**src/rtl/core/bbr_pkg.sv**
```systemverilog
`timescale 1ns / 1ps

package bbr_pkg;

   // sample and geometry widths
   localparam int CHAN_W = 8;
   localparam int NUM_CHAN = 3;
   localparam int ROWS_W = 13;
   localparam int COLS_W = 11;
   // raster position of a centre pixel, wide enough for rows * cols
   localparam int OUT_W = ROWS_W + COLS_W;

   // configuration port
   localparam int CSR_IDX_W = 1;
   localparam int CSR_DATA_W = 13;
   localparam logic [CSR_IDX_W-1:0] CSR_FRAME_ROWS = 1'd0;
   localparam logic [CSR_IDX_W-1:0] CSR_FRAME_COLS = 1'd1;

   // result queue depth, covers the pipeline latency at full rate
   localparam int FIFO_DEPTH = 8;

   // one pixel, channel 0 in the low byte
   typedef logic [NUM_CHAN-1:0][CHAN_W-1:0] pixel_type;

   // per-item control carried from the input stage into the window
   typedef struct packed {
      logic       valid;
      logic       emit;
      logic       frame_end;
      logic [2:0] col_ok;
      logic [2:0] row_ok;
   } win_ctrl_type;

   // divider status
   typedef struct packed {
      logic busy;
      logic done;
   } div_status_type;

   // one result word
   typedef struct packed {
      logic      frame_end;
      pixel_type blur;
   } result_type;

endpackage

```
**src/rtl/core/bbr_div.sv**
```systemverilog
`timescale 1ns / 1ps

// restoring divider, one quotient bit per cycle
module bbr_div (
   input  logic                         clock,
   input  logic                         reset,
   input  logic                         start,
   input  logic [bbr_pkg::OUT_W-1:0]    dividend,
   input  logic [bbr_pkg::COLS_W-1:0]   divisor,
   output bbr_pkg::div_status_type      status,
   output logic [bbr_pkg::OUT_W-1:0]    quot,
   output logic [bbr_pkg::COLS_W-1:0]   rem
);

   localparam int CNT_W = $clog2(bbr_pkg::OUT_W + 1);
   localparam logic [CNT_W-1:0] STEPS = CNT_W'(bbr_pkg::OUT_W);

   logic                        busy_ff, busy_in;
   logic                        done_ff, done_in;
   logic [CNT_W-1:0]            cnt_ff, cnt_in;
   logic [bbr_pkg::OUT_W-1:0]   quo_ff, quo_in;
   logic [bbr_pkg::COLS_W-1:0]  rem_ff, rem_in;
   logic [bbr_pkg::COLS_W-1:0]  div_ff, div_in;
   logic [bbr_pkg::COLS_W:0]    trial;
   logic                        ge;

   // one shift and trial subtract
   always_comb begin
      trial = {rem_ff, quo_ff[bbr_pkg::OUT_W-1]};
      ge = trial >= {1'b0, div_ff};
      busy_in = busy_ff;
      done_in = 1'b0;
      cnt_in = cnt_ff;
      quo_in = quo_ff;
      rem_in = rem_ff;
      div_in = div_ff;
      if (start) begin
         busy_in = 1'b1;
         cnt_in = STEPS;
         quo_in = dividend;
         rem_in = '0;
         div_in = divisor;
      end else if (busy_ff) begin
         quo_in = {quo_ff[bbr_pkg::OUT_W-2:0], ge};
         rem_in = ge ? bbr_pkg::COLS_W'(trial - {1'b0, div_ff})
                     : trial[bbr_pkg::COLS_W-1:0];
         cnt_in = cnt_ff - 1'b1;
         if (cnt_ff == CNT_W'(1)) begin
            busy_in = 1'b0;
            done_in = 1'b1;
         end
      end
   end

   always_ff @(posedge clock) begin
      if (reset) begin
         busy_ff <= 1'b0;
         done_ff <= 1'b0;
         cnt_ff <= '0;
      end else begin
         busy_ff <= busy_in;
         done_ff <= done_in;
         cnt_ff <= cnt_in;
      end
      quo_ff <= quo_in;
      rem_ff <= rem_in;
      div_ff <= div_in;
   end

   assign status.busy = busy_ff || done_ff;
   assign status.done = done_ff;
   assign quot = quo_ff;
   assign rem = rem_ff;

endmodule

```
**config.mk**
```make
export PLATFORM = sky130hd
export DESIGN_NAME = bbr_div
export DESIGN_NICKNAME = d
export VERILOG_FILES = /design/src/rtl/core/bbr_pkg.sv /design/src/rtl/core/bbr_div.sv
export SDC_FILE = /design/constraint.sdc
export NUM_CORES = 1
export LEC_CHECK = 0
export ABC_CLOCK_PERIOD_IN_PS = 2800
export BUFFER_PORTS_ARGS = -buffer_cell sky130_fd_sc_hd__buf_2
export CAP_MARGIN = 20
export CELL_PAD_IN_SITES_DETAIL_PLACEMENT = 0
export CELL_PAD_IN_SITES_GLOBAL_PLACEMENT = 2
export CORE_MARGIN = 1
export CORE_UTILIZATION = 33
export CTS_CLUSTER_DIAMETER = 40
export DETAILED_ROUTE_END_ITERATION = 6
export PLACE_DENSITY_LB_ADDON = 0.1
export RECOVER_POWER = 25
export SETUP_SLACK_MARGIN = 0.3
export SYNTH_ARGS = -nofsm -noshare
export SYNTH_HDL_FRONTEND = slang
export SYNTH_SLANG_ARGS = --single-unit
```
**constraint.sdc**
```tcl
create_clock -name clock -period 2.8 [get_ports clock]
set_clock_uncertainty 0.1 [all_clocks]
set_input_delay 0.28 -clock clock [delete_from_list [all_inputs] [get_ports clock]]
set_output_delay 0.28 -clock clock [all_outputs]
set_load 0.02 [all_outputs]
```
==> run summary <==
antenna-violating nets left: 0
Core ar.: 7890 um^2
area leader, netlist: edfxtp_1
htree depth: 2
period utilization: 0.875
EDFF count, synth: 35
drt drc: 0
die height: 93.3 um
full die area: 8710 um^2
commonest cells in the netlist: edfxtp_1 (35), mux2_2 (24), nor2_1 (21), dfxtp_1 (18), inv_1 (16)
critical path type: register to register
post-synth cell types: 46
Int Power: 0.00137 W
flops & latches, synth: 53
worst slew pin tran: 1.21 ns
Syn Area/Cell: 11.7 um^2
CTS Buf Count: 5
Die W: 93.3 um
Hold Crit Class: input pin to register
max cap viols: 0
status: complete, no violations
setup violators final: 0
initial DRC count: 64
Syn Std Cell Area: 2750 um^2
Sw Ratio: 0.315
Area Overhead vs Synth: 25.1%
CP startpoint: quot[23]
unrepaired setup endpoints after global routing: yes
HP Start: divisor[4]
Final Hold Vio Count: 0
Combinational Power Share: 0.293
ant diodes: 0
DR vias/cell: 4.71
Ys Warns: 0
Post-Route WL: 5.76 mm
peak supply drop: 0.000214 V
initial antenna violation count: 0
Hold-fix buffers, CTS: 0
Avg WL per Cell: 13.7 um
Main synth FF type: edfxtp_1
synthesized instance count: 235
Skew-Pair Late Insertion Delay: 0.31 ns
Vias: 1983
CTS clock-pin slew for the worst setup and hold paths: 0.11 ns
largest net degree at the start of global routing: 25
FF-to-FF path depth: 10
leakage power: 1.46 nW
Post-Syn Nets: 287
worst reg2reg setup slack: 0.35 ns
GP Congestion: 0.752
HPWL after DPL: 4.24 mm
FF-to-FF End: rem[1]
Port-buffer cells: 74
setup tns final: 0 ns
DR pass1 iterations: 4
required time of the critical path: 2.90 ns
P_sw: 0.000629 W
std cell rows: 32
top-count cell post-synth: edfxtp_1
minimum clock period: 2.45 ns
CTS tree: built
max_slew headroom: 0.192
sequential share of power: 0.484
Setup crit start kind: register
post-synth top area share: 0.382
max-slew violations: 0
Worst setup EP type: register
fin nets: 370
initial core utilization: 0.349
first-pass GRT wire length: 8.87 mm
# IOs: 75
worst hold endpoint: div_ff[4]
clock tree buffer depth: 2
RR Startpoint: quot[23]
Critical Path Fanout Max: 7
PD cells: 580 nW/um^2
Synth area leaders: edfxtp_1 (38%), dfxtp_1 (13%), mux2_2 (9.8%)
power share of the clock group: 0.223
Layout Utilization: 0.436
Post-synth ARST share: 0
share of post-route cells with drive strength above 1: 0.414
FMAX: 408 MHz
Arr. time, crit path: 2.55 ns
CTS root buf: clkbuf_8
hold depth: 1
clock sinks: 53
total global-route track usage: 0.132
register area share after synthesis: 0.513
via count of the first global-routing pass: 1834
gr ovfl total: 0
## cell families after synthesis
kind of cell / after synthesis / synth area share
AOI/OAI and AO/OA: 40 / 0.104
adders and majority gates: 14 / 0.0664
buffers and inverters: 27 / 0.0414
DFF: 53 / 0.513
muxes: 32 / 0.129
xor gates and xnor gates: 9 / 0.0287
and+or+nand+nor: 60 / 0.117
## registers in the layout, summed over array words and instances (netlist names)
| signal | count |
|---|---|
| quot | 24 |
| div_ff | 11 |
| rem | 11 |
| cnt_ff | 5 |
| busy_ff | 1 |
| done_ff | 1 |
## worst max-delay path, stage by stage, from the launching register on
cell and delay, ns:
edfxtp_1 0.39, inv_1 0.12, ha_4 0.16, fa_2 0.23
nor2b_2 0.05, o31a_1 0.29, o21ai_4 0.23, o21ai_4 0.08
buf_12 0.15, nor4bb_1 0.13, or3_1 0.40
## layout by cell type, fill, tap and decap left out, drive strengths merged, types with 2 or more instances in the layout
cell    instances
nand3           4
a211oi          8
buf            85
nor2           21
inv            17
nand2           8
o21ai          11
xnor2           6
nor3            5
o21a            2
o211ai          3
a21oi           7
clkbuf          7
edfxtp         35
nor4            3
or2             3
nand2b          5
mux2           25
o22ai           2
ha             13
or3             2
nor2b           2
o31a            2
xor2            3
a311oi          2
dfxtp          18
mux2i           7
nor4b           2
## power groups by stage
stage	Sequential (W)	Combinational (W)	Clock, W
after CTS	0.000967	0.000553	0.000474
after global placement	0.000984	0.000547	0
after detailed placement	0.000985	0.000542	0
after global routing	0.000979	0.000642	0.000496
after floorplan	0.00104	0.000324	0
final	0.000966	0.000585	0.000445
## per-stage QoR
step           hold WS (ns)  setup WS (ns)  power (W)  instances  cell area [um^2]
2_1_floorplan         0.252          0.361    0.00137        235              2750
5_1_grt              0.0133          0.223    0.00212        421              3440
3_3_place_gp          0.357          0.211    0.00153        408              3260
4_1_cts              0.0183          0.296    0.00199        418              3360
3_5_place_dp          0.358          0.136    0.00153        408              3260
6_report             0.0343          0.349    0.00200        421              3440
## timing repair
item,4_1_cts,5_1_grt
buffers inserted,2,3
endpoints found under the setup margin,11,12
pin swaps,3,11
resized for setup,1,10
## cell type report
cell class	count	area (um^2)
clock buffers	5	68.8
clock inverters	3	21.3
fillers	770	4450
inverters	16	60.1
multi-input cells	155	1260
flip-flops and latches	53	1410
well taps	102	128
repair buffers	87	487
## routing by layer
layer  GRT usage  share of wire
met5           0              0
met4      0.0423          0.010
met3      0.0309          0.034
met2       0.211           0.48
met1       0.177           0.47
## worst max-delay path by stage
stage                   to  slack (ns)  depth (start not counted)
finish              rem[1]        0.35                         10
global route        rem[1]        0.22                         10
CTS                 rem[0]        0.30                          9
detailed placement  rem[0]        0.14                          9
global placement    rem[0]        0.21                          9
floorplan           rem[0]        0.36                          9
(Power assumes the default switching activity.)
