File: config.mk
export PLATFORM = sky130hd
export DESIGN_NAME = bbr_win
export DESIGN_NICKNAME = d
export VERILOG_FILES = /design/src/rtl/core/bbr_pkg.sv /design/src/rtl/core/bbr_win.sv
export SDC_FILE = /design/constraint.sdc
export NUM_CORES = 1
export LEC_CHECK = 0
export ABC_AREA = 0
export BUFFER_PORTS_ARGS = -buffer_cell sky130_fd_sc_hd__clkbuf_2
export CAP_MARGIN = 20
export CELL_PAD_IN_SITES_DETAIL_PLACEMENT = 1
export CELL_PAD_IN_SITES_GLOBAL_PLACEMENT = 1
export CORE_AREA = 2 2 258 260
export CTS_CLUSTER_SIZE = 30
export DETAILED_ROUTE_END_ITERATION = 7
export DIE_AREA = 0 0 260 262
export PLACE_DENSITY_LB_ADDON = 0.1
export SETUP_SLACK_MARGIN = 0.02
export SKIP_LAST_GASP = 1
export SYNTH_ARGS = -nofsm -noshare
export SYNTH_HDL_FRONTEND = slang
export SYNTH_SLANG_ARGS = --single-unit
File: constraint.sdc
create_clock -name clock -period 10.5 [get_ports clock]
set_clock_uncertainty 0.1 [all_clocks]
set_input_delay 2.1 -clock clock [delete_from_list [all_inputs] [get_ports clock]]
set_output_delay 2.1 -clock clock [all_outputs]
set_load 0.02 [all_outputs]
File: src/rtl/core/bbr_pkg.sv
`timescale 1ns / 1ps

package bbr_pkg;

   // sample and geometry widths
   localparam int CHAN_W = 8;
   localparam int NUM_CHAN = 3;
   localparam int ROWS_W = 13;
   localparam int COLS_W = 11;
   // raster position of a centre pixel, wide enough for rows * cols
   localparam int OUT_W = ROWS_W + COLS_W;

   // configuration port
   localparam int CSR_IDX_W = 1;
   localparam int CSR_DATA_W = 13;
   localparam logic [CSR_IDX_W-1:0] CSR_FRAME_ROWS = 1'd0;
   localparam logic [CSR_IDX_W-1:0] CSR_FRAME_COLS = 1'd1;

   // result queue depth, covers the pipeline latency at full rate
   localparam int FIFO_DEPTH = 8;

   // one pixel, channel 0 in the low byte
   typedef logic [NUM_CHAN-1:0][CHAN_W-1:0] pixel_type;

   // per-item control carried from the input stage into the window
   typedef struct packed {
      logic       valid;
      logic       emit;
      logic       frame_end;
      logic [2:0] col_ok;
      logic [2:0] row_ok;
   } win_ctrl_type;

   // divider status
   typedef struct packed {
      logic busy;
      logic done;
   } div_status_type;

   // one result word
   typedef struct packed {
      logic      frame_end;
      pixel_type blur;
   } result_type;

endpackage

File: src/rtl/core/bbr_win.sv
`timescale 1ns / 1ps

// 3x3 window, masked sum and divide by nine
module bbr_win (
   input  logic                   clock,
   input  logic                   reset,
   input  bbr_pkg::win_ctrl_type  ctrl,
   input  bbr_pkg::pixel_type     upper,
   input  bbr_pkg::pixel_type     middle,
   input  bbr_pkg::pixel_type     cur,
   output logic                   push,
   output bbr_pkg::result_type    result
);

   localparam int SUM_W = 12;
   localparam int MUL_W = 13;
   localparam int PROD_W = SUM_W + MUL_W;
   // floor(s / 9) == (s * 7282) >> 16 for every s up to 9 * 255
   localparam logic [MUL_W-1:0] DIV9_MUL = 13'd7282;
   localparam int DIV9_SHIFT = 16;

   // [column][row], column 0 oldest (left), row 0 upper
   bbr_pkg::pixel_type   win_ff [3][3];
   logic                 c_emit_ff;
   logic                 c_fe_ff;
   logic [2:0]           c_col_ok_ff;
   logic [2:0]           c_row_ok_ff;
   logic [SUM_W-1:0]     sum_in [bbr_pkg::NUM_CHAN];
   logic [SUM_W-1:0]     sum_ff [bbr_pkg::NUM_CHAN];
   logic                 d_emit_ff;
   logic                 d_fe_ff;
   logic [PROD_W-1:0]    prod [bbr_pkg::NUM_CHAN];

   // window shift, one column per item
   always_ff @(posedge clock) begin
      if (reset) begin
         for (int j = 0; j < 3; j++) begin
            for (int i = 0; i < 3; i++) begin
               win_ff[j][i] <= '0;
            end
         end
      end else if (ctrl.valid) begin
         for (int j = 0; j < 2; j++) begin
            for (int i = 0; i < 3; i++) begin
               win_ff[j][i] <= win_ff[j+1][i];
            end
         end
         win_ff[2][0] <= upper;
         win_ff[2][1] <= middle;
         win_ff[2][2] <= cur;
      end
   end

   always_ff @(posedge clock) begin
      if (reset) begin
         c_emit_ff <= 1'b0;
         d_emit_ff <= 1'b0;
      end else begin
         c_emit_ff <= ctrl.valid && ctrl.emit;
         d_emit_ff <= c_emit_ff;
      end
      c_fe_ff <= ctrl.frame_end;
      c_col_ok_ff <= ctrl.col_ok;
      c_row_ok_ff <= ctrl.row_ok;
      d_fe_ff <= c_fe_ff;
      sum_ff <= sum_in;
   end

   // sum of the neighbours inside the frame
   always_comb begin
      for (int ch = 0; ch < bbr_pkg::NUM_CHAN; ch++) begin
         sum_in[ch] = '0;
         for (int j = 0; j < 3; j++) begin
            for (int i = 0; i < 3; i++) begin
               if (c_col_ok_ff[j] && c_row_ok_ff[i]) begin
                  sum_in[ch] = sum_in[ch] + SUM_W'(win_ff[j][i][ch]);
               end
            end
         end
      end
   end

   // divide by nine through the reciprocal
   always_comb begin
      for (int ch = 0; ch < bbr_pkg::NUM_CHAN; ch++) begin
         prod[ch] = PROD_W'(sum_ff[ch]) * PROD_W'(DIV9_MUL);
         result.blur[ch] = prod[ch][DIV9_SHIFT +: bbr_pkg::CHAN_W];
      end
      result.frame_end = d_fe_ff;
   end

   assign push = d_emit_ff;

endmodule

==> metrics.md <==
| Metric | Value |
|---|---|
| Met2 GRT Util | 0.342 |
| Initial antenna violation count | 1 |
| Max_cap viols | 0 |
| Power, Total | 9700 uW |
| CP max stage delay | 370 ps |
| Post-layout minimum cycle time | 9780 ps |
| Syn avg cell area | 9.70 um2 |
| Commonest cells post-synth | ha_1 (387), inv_1 (251), and2_1 (235) |
| Setup TNS | 0 ps |
| Post-synth EDFFs | 216 |
| Synth unique cells | 86 |
| Area after DPL | 0.0272 mm2 |
| Worst slew margin | 0.295 |
| Initial core utilization | 0.396 |
| Syn. warnings | 0 |
| Slew @ Worst Pin | 1060 ps |
| GRT overflow | 0 |
| Syn-to-layout area delta | 9.54% |
| Via count | 18841 |
| Post-synthesis async set-or-reset flop share | 0 |
| Maximum vdd drop | 0.00113 V |
| DP Wirelength | around 55 mm |
| Total CTS buffers | 34 |
| Post-placement cell count | roughly 3600 |
| Worst Path Required | 10860 ps |
| Vias in the first global route | 20460 |
| DR iter-0 viols | 690 |
| CTS Sinks | 262 |
| DRC Markers | 0 |
| Tot GR Track Use | 0.204 |
| Finished Cell Area | 0.0283 mm2 |
| Die Wd | 260 um |
| Crit path DAT | between 10000 and 15000 ps |
| H-tree Lvls | 2 |
| Maximum root-to-sink buffer count | 3 |
| Synthesized instance count | 2661 |
| Die area | 0.0681 mm2 |
| Final WL | around 70 mm |
| Critical-path top delay cell | fa_1 |
| Unrepaired setup endpoints after global routing | yes |
| N_diodes | 0 |
| Final design utilization | 0.433 |
| Outcome | finished clean |
| TritonRoute pass-1 iters | 5 |
| Worst min path class | register to register |
| Worst-skew pair later-pin latency | between 500 and 600 ps |
| ANT nets after route | 0 |
| Area of the core | between 0.06 and 0.07 mm2 |
| WL per Instance | approximately 19 um |
| Final Max Slew Viols | 0 |
| Seq/Total Area, Yosys | 0.287 |
| TritonCTS clock tree | done |
| CTS root buf | clkbuf_16 |
| Met1 Track Usage GR | 0.284 |
| Largest net degree at the start of global routing | 111 |
| Syn_nets | 3245 |
| Row count | 94 |
| Placer Congestion | 0.845 |
| CP max FO | 19 |
| # hold bufs at CTS | 0 |
| Ys flop type | edfxtp_1 |
| Worst path bufs/invs | 7 |
| Critical path endpoint category | register |
| Yosys top cell area share | 0.251 |
| Final Setup Violations | 0 |
| Crit-path most repeated cell | ha_1 |
| PD cells | 343 mW/mm2 |
| Kind of critical path | register to register |
| Startpoint types | register |
| Most frequent cell after synthesis | ha_1 |
| IO buf count | about 110 |
| Clk slew on worst S/H paths | 60 ps |
| # IOs | 109 |
| Tcrit/Tclk final | 0.931 |
| Top Usage Layer GRT | met2 |
| Final hold violation count | 0 |
| Nets | 3322 |
| First-pass GRT wire length | 110 mm |
| Fmax | 102 MHz |
| M3 GR Usage | 0.0214 |
| Chip height | 262 um |
| Synth Register Bits | 262 |
| Final std cells w/o fill | 3625 |
| Fraction of layout cells with a size suffix above 1 | 0.107 |
| Leading area contributor after synthesis | edfxtp_1 |
| Cell leakage power | 0.0132 uW |
| Vias per inst | 5.20 |
| Delay-heaviest family, CP | compound AO/OA/AOI/OAI gates |
| Cell Area, Synth | 0.0258 mm2 |
| Area contributors post-synth | edfxtp_1 (25%), ha_1 (19%), fa_1 (8.8%) |
==> where the power goes <==
group          switching [uW]  internal (uW)
clock network             475            661
registers                 134           1240
logic                    4100           3090
total                    4710           4990
==> worst register-to-register path, delay by kind of cell (launching register included) <==
family | cells | cell delay (ps)
AOI/OAI and AO/OA | 25 | 4050
xor gates and xnor gates | 1 | 140
adders and majority gates | 9 | 3010
buffers and inverters | 7 | 650
DFF | 1 | 340
muxes | 2 | 580
and+or+nand+nor | 7 | 810
==> per-stage QoR <==
step | worst slack [ps] | hold WS [ps]
after global routing | -34.0 | 232
after global placement | 947 | 211
final | 722 | 225
after CTS | 605 | 229
after detailed placement | 637 | 214
after floorplan | 1190 | 210
==> sequential cells by signal (all words and copies together), names as in the netlist <==
register     count
c_emit_ff        1
sum_ff          36
c_col_ok_ff      3
c_row_ok_ff      3
win_ff         216
c_fe_ff          1
d_fe_ff          1
push             1
==> cell type report <==
type                    count  area (um2)
fillers                  7428       37000
multi-input cells        2053       17000
flip-flops and latches    262        7410
well taps                 864        1080
clock buffers              47         951
inverters                 251         942
repair buffers            136         754
clock inverters            12         105
==> logic make-up after synthesis <==
logic type / count (synthesis) / share of synthesized area
fa+ha+maj: 503 / 0.277
mux: 70 / 0.0304
buf+inv: 346 / 0.0542
flops: 262 / 0.287
simple gates: 733 / 0.145
xor+xnor: 161 / 0.0596
compound gates: 586 / 0.148
==> metal layers <==
| layer | up-vias | share of wire |
|---|---|---|
| met2 | 189 | 0.47 |
| met1 | 9200 | 0.49 |
| li1 | 9367 | - |
| met5 | - | 0.00018 |
| met3 | 83 | 0.023 |
| met4 | 2 | 0.018 |
==> final timing paths <==
| path | from | to | slack [ps] | depth (start not counted) |
|---|---|---|---|---|
| worst max-delay path | c_col_ok_ff[0] | sum_ff[35] | 720 | 51 |
| worst min-delay path | c_fe_ff | d_fe_ff | 230 | 0 |
| worst max register to register | c_col_ok_ff[0] | sum_ff[35] | 720 | 51 |
| worst min register to register | c_fe_ff | d_fe_ff | 230 | 0 |
==> timing repair <==
item,CTS,global route
resized for setup,0,11
buffers inserted,0,1
endpoints found under the setup margin,0,5
==> cells in the final DEF, fill, tap and decap left out, types with 52 or more instances in the layout <==
| master | Yosys | layout |
|---|---|---|
| nand2_1 | 137 | 137 |
| ha_1 | 387 | 387 |
| a21o_1 | 52 | 52 |
| inv_1 | 251 | 251 |
| a21oi_1 | 167 | 163 |
| nor2_1 | 188 | 188 |
| xnor2_1 | 117 | 117 |
| fa_1 | 114 | 114 |
| o21ai_0 | 141 | 138 |
| edfxtp_1 | 216 | 216 |
| nor2b_1 | 58 | 56 |
| and2_1 | 235 | 235 |
| clkbuf_2 | 0 | 108 |
Note: power is estimated with default switching activity, not from simulation.
