File: src/rtl/core/bbr_pkg.sv
`timescale 1ns / 1ps

package bbr_pkg;

   // sample and geometry widths
   localparam int CHAN_W = 8;
   localparam int NUM_CHAN = 3;
   localparam int ROWS_W = 13;
   localparam int COLS_W = 11;
   // raster position of a centre pixel, wide enough for rows * cols
   localparam int OUT_W = ROWS_W + COLS_W;

   // configuration port
   localparam int CSR_IDX_W = 1;
   localparam int CSR_DATA_W = 13;
   localparam logic [CSR_IDX_W-1:0] CSR_FRAME_ROWS = 1'd0;
   localparam logic [CSR_IDX_W-1:0] CSR_FRAME_COLS = 1'd1;

   // result queue depth, covers the pipeline latency at full rate
   localparam int FIFO_DEPTH = 8;

   // one pixel, channel 0 in the low byte
   typedef logic [NUM_CHAN-1:0][CHAN_W-1:0] pixel_type;

   // per-item control carried from the input stage into the window
   typedef struct packed {
      logic       valid;
      logic       emit;
      logic       frame_end;
      logic [2:0] col_ok;
      logic [2:0] row_ok;
   } win_ctrl_type;

   // divider status
   typedef struct packed {
      logic busy;
      logic done;
   } div_status_type;

   // one result word
   typedef struct packed {
      logic      frame_end;
      pixel_type blur;
   } result_type;

endpackage

File: src/rtl/core/bbr_fifo.sv
`timescale 1ns / 1ps

// result queue ahead of the output handshake
module bbr_fifo (
   input  logic                 clock,
   input  logic                 reset,
   input  logic                 push,
   input  bbr_pkg::result_type  push_word,
   input  logic                 pop,
   output logic                 not_empty,
   output bbr_pkg::result_type  head
);

   localparam int PTR_W = $clog2(bbr_pkg::FIFO_DEPTH);
   localparam int CNT_W = $clog2(bbr_pkg::FIFO_DEPTH + 1);

   bbr_pkg::result_type  mem [bbr_pkg::FIFO_DEPTH];
   logic [PTR_W-1:0]     wr_ptr_ff;
   logic [PTR_W-1:0]     rd_ptr_ff;
   logic [CNT_W-1:0]     cnt_ff;

   always_ff @(posedge clock) begin
      if (push) begin
         mem[wr_ptr_ff] <= push_word;
      end
   end

   // pointers and fill count
   always_ff @(posedge clock) begin
      if (reset) begin
         wr_ptr_ff <= '0;
         rd_ptr_ff <= '0;
         cnt_ff <= '0;
      end else begin
         if (push) begin
            wr_ptr_ff <= wr_ptr_ff + 1'b1;
         end
         if (pop) begin
            rd_ptr_ff <= rd_ptr_ff + 1'b1;
         end
         cnt_ff <= cnt_ff + CNT_W'(push) - CNT_W'(pop);
      end
   end

   assign not_empty = cnt_ff != '0;
   assign head = mem[rd_ptr_ff];

endmodule

File: config.mk
export PLATFORM = sky130hd
export DESIGN_NAME = bbr_fifo
export DESIGN_NICKNAME = d
export VERILOG_FILES = /design/src/rtl/core/bbr_pkg.sv /design/src/rtl/core/bbr_fifo.sv
export SDC_FILE = /design/constraint.sdc
export NUM_CORES = 1
export LEC_CHECK = 0
export BUFFER_PORTS_ARGS = -buffer_cell sky130_fd_sc_hd__buf_2
export CAP_MARGIN = 20
export CORE_UTILIZATION = 64
export DETAILED_ROUTE_END_ITERATION = 7
export PLACE_DENSITY_LB_ADDON = 0.3
export SLEW_MARGIN = 10
export SYNTH_ARGS = -nofsm -noshare
export SYNTH_HDL_FRONTEND = slang
export SYNTH_SLANG_ARGS = --single-unit
File: constraint.sdc
create_clock -name clock -period 6.9 [get_ports clock]
set_clock_uncertainty 0.05 [all_clocks]
set_input_delay 1.38 -clock clock [delete_from_list [all_inputs] [get_ports clock]]
set_output_delay 1.38 -clock clock [all_outputs]
set_load 0.01 [all_outputs]
==> results of run 1 <==
==> state kept, by name, indices dropped and copies added (netlist names), named ones only <==
signal	count
mem	200
rd_ptr_ff	3
wr_ptr_ff	3
cnt_ff	4
==> worst reg2reg max path, cell delays in order (launching register included) <==
cell	delay (ns)
dfxtp_1	0.47
nand2b_1	0.14
nor2_2	0.40
buf_4	0.42
==> layer usage <==
metal / wire (um) / track usage [%]
met5: 0 / 0
met4: 336 / 7.61
met3: 711 / 3.40
met2: 7020 / 36.3
met1: 6010 / 30.6
==> cell type report <==
cell class	instances	area, um^2	share of cell area (%)
well taps	172	215	2.27
clock inverters	10	96.3	1.02
flip-flops and latches	213	6270	66.3
clock buffers	26	544	5.75
multi-input cells	122	1940	20.5
inverters	7	26.3	0.278
repair buffers	65	373	3.94
==> final timing paths <==
| check | endpoint | slack, ns | startpoint | cells past startpoint |
|---|---|---|---|---|
| max | head[20] | 2.73 | register | 4 |
| min | register | 0.48 | rd_ptr_ff[2]$_SDFFE_PP0P_ | 2 |
| max reg2reg | mem[1][7]$_DFFE_PP_ | 5.07 | wr_ptr_ff[0]$_SDFFE_PP0P_ | 3 |
| min reg2reg | register | 0.48 | rd_ptr_ff[2]$_SDFFE_PP0P_ | 2 |
==> layout by cell type (no fill, tap or decap) <==
| master | netlist | routed |
|---|---|---|
| edfxtp_1 | 200 | 200 |
| buf_2 | 0 | 54 |
| mux4_1 | 50 | 50 |
| mux2_2 | 25 | 25 |
| clkbuf_16 | 0 | 21 |
| dfxtp_1 | 13 | 11 |
| nor2_1 | 16 | 10 |
| buf_4 | 0 | 10 |
| inv_1 | 7 | 7 |
| ha_1 | 7 | 7 |
| nor2_2 | 0 | 6 |
| clkinv_2 | 0 | 5 |
| clkbuf_1 | 3 | 5 |
| nand2_1 | 4 | 4 |
| nand2b_1 | 4 | 4 |
| xor2_1 | 3 | 3 |
| clkinv_1 | 0 | 3 |
| nor3_2 | 0 | 2 |
| nand3_1 | 2 | 2 |
| mux2i_1 | 2 | 2 |
| xnor2_1 | 2 | 2 |
| a21oi_1 | 2 | 2 |
| dfxtp_2 | 0 | 2 |
| bufinv_16 | 0 | 2 |
| nor2b_1 | 1 | 1 |
| a31o_2 | 1 | 1 |
| fa_1 | 1 | 1 |
| buf_16 | 0 | 1 |
==> power groups by stage <==
stage               clock, mW  sequential [mW]  combinational [mW]
floorplan                   0             1.49               0.169
global placement            0             1.50               0.235
detailed placement          0             1.50               0.246
CTS                      1.08             1.47               0.249
global route             1.12             1.48               0.269
finish                   1.06             1.47               0.246
==> kinds of logic (layout without fill, tap and decap cells) <==
group,Yosys count,count (layout),share of synthesized area (%)
buffers and inverters,23,108,1.58
AO/OA/AOI/OAI,3,3,0.226
multiplexers,77,77,19.4
adder cells (fa/ha/maj),8,8,1.29
XOR/XNOR,5,5,0.527
AND/OR/NAND/NOR,29,29,1.52
flip-flops,213,213,75.4
==> qor.txt, run 1 <==
Status = complete, no violations
Post-CTS Hold Buffers = 0
Total power = 2.78 mW
Seq/Total Area, Yosys = 75.4%
Yosys warning count = 0
Pwr dens = 294 nW/um^2
Crit Path Class = register to primary output
RSZ-0062 raised after global routing = no
EDFF count, synth = 200
Setup bufs post-CTS = 0
Finished Core Util = 75.0%
Number of global-route vias before repair = 3781
Row cnt = 41
Clock buffer depth = 3
Placed Cells = 579
Initial DRC Count = 268
CTS tree = built
Data arrival time of the critical path = 2.74 ns
DRC Markers = 0
Critical path buffer and inverter count = 2
Sequential fraction of design power = 53.0%
Worst Hold Slack = 0.476 ns
Core area = 12600 um^2
Placement Setup Slack = 3.22 ns
Clock Power Share = 38.2%
Tightest Pin Transition = 0.776 ns
Clk slew on worst S/H paths = 0.06 ns
Tcrit/Tclk final = 60.5%
Async SR Flop Fraction = 0%
Synth top cells by count = edfxtp_1 (200), mux4_1 (50), mux2_2 (25)
Switching portion of total power = 20.7%
I/O pin cnt = 55
Ranking of synthesized cells by area = edfxtp_1 (72%), mux4_1 (16%), mux2_2 (3.4%), dfxtp_1 (3.1%), ha_1 (1.1%)
Post-synth cell types = 21
Power Internal = 2.21 mW
Logic pwr share = 8.8%
Setup Viol. Count Final = 0
Initial core utilization = 65.8%
Biggest cell delay along the critical path = 0.67 ns
Max Fclk = 240 MHz
Htree depth = 1
Cell count after synthesis = 358
Later-pin clock latency in the skew report = 0.47 ns
Max Cap Violations = 0
Net count after synthesis = 395
Die Ht = 116 um
CP top delay family = multiplexers
Slew Limit Fails = 0
Clk sink count = 213
Wire per inst = 22.9 um
Post-Route Setup TNS = 0 ns
Synth area leader = edfxtp_1
Fillers = 715
Total Routing Usage GR = 22.0%
Synthesized area = 8310 um^2
DIE WIDTH = 116 um
Pin count of the biggest net entering global routing = 39
Post-CTS sizing = 0
GPL Wtd Cong = 0.680
WP data required = 5.47 ns
Setup ws final = 2.73 ns
HPWL Detailed = 7.44 mm
CTS root buffer = clkbuf_16
Total CTS buffers = 20
Routed vias/inst = 6.06
Tmin final = 4.17 ns
DRT Wirelength = 14.1 mm
Worst min path class = register to register
Ant. Diodes = 0
Final instance area = 9460 um^2
Cell Chain, Critical Path = buf_4 -> mux4_1 -> mux2_2 -> buf_2
Share of cells above drive strength 1 = 29.1%
Routed Antenna Nets = 0
DRT Pass-1 Iters = 4
First-pass GRT wire length = 20.9 mm
Most common cell in the netlist = edfxtp_1
Post-DP Area = 8820 um^2
Top FF cell, synth = edfxtp_1
Peak VDD IR = 255 uV
Synth top area share = 72.3%
Maximum fanout along the worst path = 38
Non-filler instance count after layout = 615
Critical path startpoint category = register
Crit. End Element = primary output
Relative slew margins = 48.3%
Crit-path slowest cell = mux4_1
Initial antenna violation count = 0
Grt ovf = 0
Final hold viol count = 0
Sw Pwr = 0.575 mW
Port buffer count = 54
Area Growth Syn to Fin = 13.9%
# nets final = 466
Yosys reg bits = 213
Syn Area/Cell = 23.2 um^2
Die area = 13400 um^2
Static Leak = 3.20 nW
Via count = 3724
No activity file was read; power rests on OpenSTA's default activity.
==> run 2: changes to the inputs <==
CORE_UTILIZATION = 54   (was 64)
clock period = 3.7 ns   (was 6.9 ns; I/O delays follow)
==> qor.txt, run 2 (synthesized netlist as in run 1, its figures left out) <==
Routed Antenna Nets = 0 (unchanged)
GR Util met2 = 31.0% (-5.3 points)
I/O pin cnt = 55 (unchanged)
Initial core utilization = 56.3% (-9.5 points)
Number of global-route vias before repair = 3936 (+4.1%)
Worst min path class = input port to register
# nets final = 470 (+0.86%)
DRT Pass-1 Iters = 4 (unchanged)
DRC Markers = 0 (unchanged)
Final hold viol count = 0 (unchanged)
Die area = 15900 um^2 (+18%)
Tmin final = 3.23 ns
Die Ht = 126 um (+8.7%)
Max Cap Violations = 0 (unchanged)
Static Leak = 3.20 nW (about the same)
Port buffer count = 54 (unchanged)
Crit. End Element = primary output
Setup bufs post-CTS = 0 (unchanged)
Initial DRC Count = 276 (+3.0%)
Post-Route Setup TNS = 0 ns (unchanged)
Data arrival time of the critical path = 2.44 ns (-0.30 ns)
Global routing's busiest layer = met2
CTS root buffer = clkbuf_16
Wire per inst = 21.9 um (-4.4%)
Grt ovf = 0 (unchanged)
Max Fclk = 310 MHz
DRT Wirelength = 13.8 mm (-2.1%)
GPL Wtd Cong = 0.680 (about the same)
Total Routing Usage GR = 18.2% (-3.8 points)
Most common cell after layout, fill and taps aside = edfxtp_1
Crit Path Class = register to primary output
Via count = 3667 (-1.5%)
HPWL Detailed = 7.73 mm (+4.0%)
Later-pin clock latency in the skew report = 0.49 ns (+0.02 ns)
Post-CTS Hold Buffers = 0 (unchanged)
Met3 global-route usage = 3.31% (-0.086 points)
Routed vias/inst = 5.82 (-3.9%)
CTS tree = built
Largest registers = mem x200, cnt_ff x4
Reg2Reg Depth = 8 (+5)
Setup Viol. Count Final = 0 (unchanged)
Core area = 14800 um^2 (+17%)
Peak VDD IR = 403 uV (+58%)
Status = complete, no violations
Pin count of the biggest net entering global routing = 51 (+31%)
Worst Hold Slack = 0.462 ns (-0.0137 ns)
Tightest Pin Transition = 0.477 ns (-0.299 ns)
Pwr dens = 542 nW/um^2 (+84%)
Maximum fanout along the worst path = 26 (-32%)
Slew Limit Fails = 0 (unchanged)
Max reg flops = 200 (unchanged)
First-pass GRT wire length = 21.5 mm (+2.9%)
Most frequent cells in the layout = edfxtp_1 (200), buf_2 (54), mux4_1 (50)
Htree depth = 1 (unchanged)
Fillers = 979 (+37%)
WP data required = 2.91 ns (-2.56 ns)
Row cnt = 44 (+7.3%)
RSZ-0062 raised after global routing = no
Largest reg by FF count = mem
Clk sink count = 213 (unchanged)
Post-CTS sizing = 0 (unchanged)
Share of cells above drive strength 1 = 29.2% (+0.094 points)
Relative slew margins = 68.2% (+20 points)
Hold Path Stages = 1 (-1)
Total CTS buffers = 21 (+5.0%)
Area Growth Syn to Fin = 14.1%
Met1 GRT Util = 24.4% (-6.2 points)
Initial antenna violation count = 1 (+1)
DIE WIDTH = 126 um (+8.7%)
Tcrit/Tclk final = 87.2%
Clock buffer depth = 3 (unchanged)
Clk slew on worst S/H paths = 0.06 ns (about the same)
Critical path startpoint category = register
[run 2: area by class of cell]
cell class	instances	area, um^2	area share, %
inverters	7	26.3	0.277
flip-flops and latches	213	6270	66.1
well taps	184	230	2.43
clock inverters	6	57.6	0.607
diodes	1	2.50	0.0264
multi-input cells	122	1940	20.4
clock buffers	29	556	5.86
repair buffers	68	400	4.22
[run 2: per-layer routing]
| layer | up-vias | part of all wire, % |
|---|---|---|
| met5 | - | 0 |
| met4 | 0 | 2.0 |
| met3 | 26 | 6.7 |
| met2 | 101 | 50 |
| met1 | 1872 | 41 |
| li1 | 1668 | - |
[run 2: where the power goes]
group,leakage (nW),total (mW),switching (mW),internal (mW)
Sequential,1.92,2.74,0.0297,2.71
Combinational,0.976,0.463,0.237,0.226
Clock,0.300,1.92,0.810,1.11
Total,3.20,5.13,1.08,4.06
[run 2: worst paths after layout]
check                            startpoint                        end  slack, ns
hold reg to reg   wr_ptr_ff[2]$_SDFFE_PP0P_  wr_ptr_ff[2]$_SDFFE_PP0P_       0.50
setup / recovery                   register                   head[13]       0.47
hold / removal                 push_word[6]        mem[1][6]$_DFFE_PP_       0.46
setup reg to reg       cnt_ff[0]$_SDFF_PP0_       cnt_ff[2]$_SDFF_PP0_       2.01
[run 2: through the flow]
| step | utilization, % | setup WS (ns) | instances | area [um^2] | power [mW] |
|---|---|---|---|---|---|
| 6_report | 64.2 | 0.474 | 630 | 9480 | 5.13 |
| 5_1_grt | 64.2 | 0.380 | 629 | 9480 | 5.31 |
| 4_1_cts | 64.2 | 0.447 | 629 | 9480 | 5.19 |
| 3_5_place_dp | 60.1 | 0.964 | 594 | 8860 | 3.27 |
| 3_3_place_gp | 60.1 | 0.974 | 594 | 8860 | 3.24 |
| 2_1_floorplan | - | 0.641 | 358 | 8310 | 3.10 |
[run 2: worst max-delay path: stages, from the launching register on]
cell and delay [ns]:
dfxtp_2 0.63, buf_12 0.28, mux4_1 0.62, mux2_2 0.28
buf_2 0.13
==> run 3: changes to the inputs <==
CELL_PAD_IN_SITES_DETAIL_PLACEMENT = 1   (was not set)
CELL_PAD_IN_SITES_GLOBAL_PLACEMENT = 1   (was not set)
CORE_UTILIZATION = 48   (was 54)
==> qor.txt, run 3 (synthesized netlist as in run 1, its figures left out) <==
CTS tree = built
Routed vias/inst = 5.58 (-4.2%)
Logic pwr share = 9.0% (about the same)
Pwr dens = 548 nW/um^2 (+1.2%)
Initial core utilization = 49.6% (-6.7 points)
Setup Viol. Count Final = 0 (unchanged)
Status = complete, no violations
HPWL Detailed = 8.96 mm (+16%)
Clock Power Share = 38.9% (+1.4 points)
Row cnt = 47 (+6.8%)
Hold Path Stages = 1 (unchanged)
Worst Hold Slack = 0.454 ns (-0.00797 ns)
Crit Path Class = register to primary output
Slew Limit Fails = 0 (unchanged)
Maximum fanout along the worst path = 50 (+92%)
Largest registers = mem x200, cnt_ff x4
Die Ht = 134 um (+6.0%)
First-pass GRT wire length = 23.6 mm (+9.8%)
Grt ovf = 0 (unchanged)
Number of global-route vias before repair = 4013 (+2.0%)
Max reg flops = 200 (unchanged)
Most common cell after layout, fill and taps aside = edfxtp_1
Core area = 16800 um^2 (+14%)
Data arrival time of the critical path = 2.32 ns (-0.12 ns)
GPL Wtd Cong = 0.680 (about the same)
DRT Pass-1 Iters = 4 (unchanged)
Critical path startpoint category = register
Setup bufs post-CTS = 0 (unchanged)
Non-filler instance count after layout = 676 (+7.3%)
Sw Pwr = 1.15 mW (+7.2%)
CTS root buffer = clkbuf_16
Sequential fraction of design power = 52.1% (-1.4 points)
Post-Route Setup TNS = 0 ns (unchanged)
DIE WIDTH = 134 um (+6.0%)
# nets final = 474 (+0.85%)
Htree depth = 1 (unchanged)
Relative slew margins = 70.2% (+2.0 points)
RSZ-0062 raised after global routing = no
Setup ws final = 0.586 ns (+0.111 ns)
Tightest Pin Transition = 0.447 ns (-0.0300 ns)
Clk slew on worst S/H paths = 0.06 ns (about the same)
Post-CTS Hold Buffers = 0 (unchanged)
Worst min path class = input port to register
Max Cap Violations = 0 (unchanged)
Share of cells above drive strength 1 = 30.4% (+1.2 points)
Area Growth Syn to Fin = 15.6%
Tcrit/Tclk final = 84.2% (-3.0 points)
Switching portion of total power = 21.9% (+0.96 points)
Clock buffer depth = 3 (unchanged)
Initial antenna violation count = 2 (+1)
Routed Antenna Nets = 0 (unchanged)
Static Leak = 3.24 nW (+1.3%)
Power Internal = 4.11 mW (+1.3%)
Clk sink count = 213 (unchanged)
Final hold viol count = 0 (unchanged)
DRT Wirelength = 15.8 mm (+15%)
Total power = 5.26 mW (+2.5%)
Placement Setup Slack = 1.18 ns (+0.214 ns)
Crit. End Element = primary output
Most frequent cells in the layout = edfxtp_1 (200), buf_2 (54), mux4_1 (50)
Peak VDD IR = 294 uV (-27%)
DRC Markers = 0 (unchanged)
Port buffer count = 54 (unchanged)
Wire per inst = 23.4 um (+7.0%)
Placed Cells = 632 (+6.4%)
Post-CTS sizing = 0 (unchanged)
Later-pin clock latency in the skew report = 0.50 ns (about the same)
Finished Core Util = 57.3% (-6.9 points)
Via count = 3771 (+2.8%)
Final instance area = 9610 um^2 (+1.4%)
Pin count of the biggest net entering global routing = 51 (unchanged)
Total Routing Usage GR = 18.3% (+0.025 points)
Largest reg by FF count = mem
Die area = 17800 um^2 (+12%)
Max Fclk = 321 MHz (+3.6%)
Initial DRC Count = 155 (-44%)
Total CTS buffers = 23 (+9.5%)
Tmin final = 3.11 ns (-0.111 ns)
WP data required = 2.91 ns (about the same)
I/O pin cnt = 55 (unchanged)
Reg2Reg Depth = 3 (-5)
Post-DP Area = 8920 um^2 (+0.68%)
[run 3: power groups by stage]
stage | Clock, mW | Combinational [mW] | Sequential (mW)
detailed placement | 0 | 0.484 | 2.79
global placement | 0 | 0.462 | 2.79
floorplan | 0 | 0.315 | 2.78
finish | 2.05 | 0.475 | 2.74
CTS | 2.11 | 0.487 | 2.74
global route | 2.18 | 0.521 | 2.75
[run 3: area by class of cell]
| type | count | area (um^2) |
|---|---|---|
| fillers | 1444 | 7150 |
| flip-flops and latches | 213 | 6270 |
| multi-input cells | 122 | 1940 |
| clock buffers | 29 | 608 |
| repair buffers | 70 | 415 |
| well taps | 220 | 275 |
| clock inverters | 13 | 71.3 |
| inverters | 7 | 26.3 |
| diodes | 2 | 5.00 |
[run 3: routing by layer]
metal / GRT usage, % / vias up / share of wire (%)
li1: - / 1694 / -
met1: 23.2 / 1976 / 42
met2: 32.3 / 83 / 52
met3: 3.54 / 18 / 4.7
met4: 4.55 / 0 / 1.2
met5: 0 / - / 0
[run 3: path summary, 6_finish.rpt]
check / startpoint / endpoint / slack, ns
worst max-delay path: register / head[5] / 0.59
worst min-delay path: push_word[11] / mem[1][11]$_DFFE_PP_ / 0.45
worst max register to register: wr_ptr_ff[0]$_SDFFE_PP0P_ / mem[1][5]$_DFFE_PP_ / 1.81
worst min register to register: rd_ptr_ff[2]$_SDFFE_PP0P_ / register / 0.49
[run 3: critical path, cell delays in order, from the launching register on]
cell	delay (ns)
dfxtp_2	0.34
buf_12	0.29
mux4_1	0.67
mux2_2	0.30
buf_2	0.14
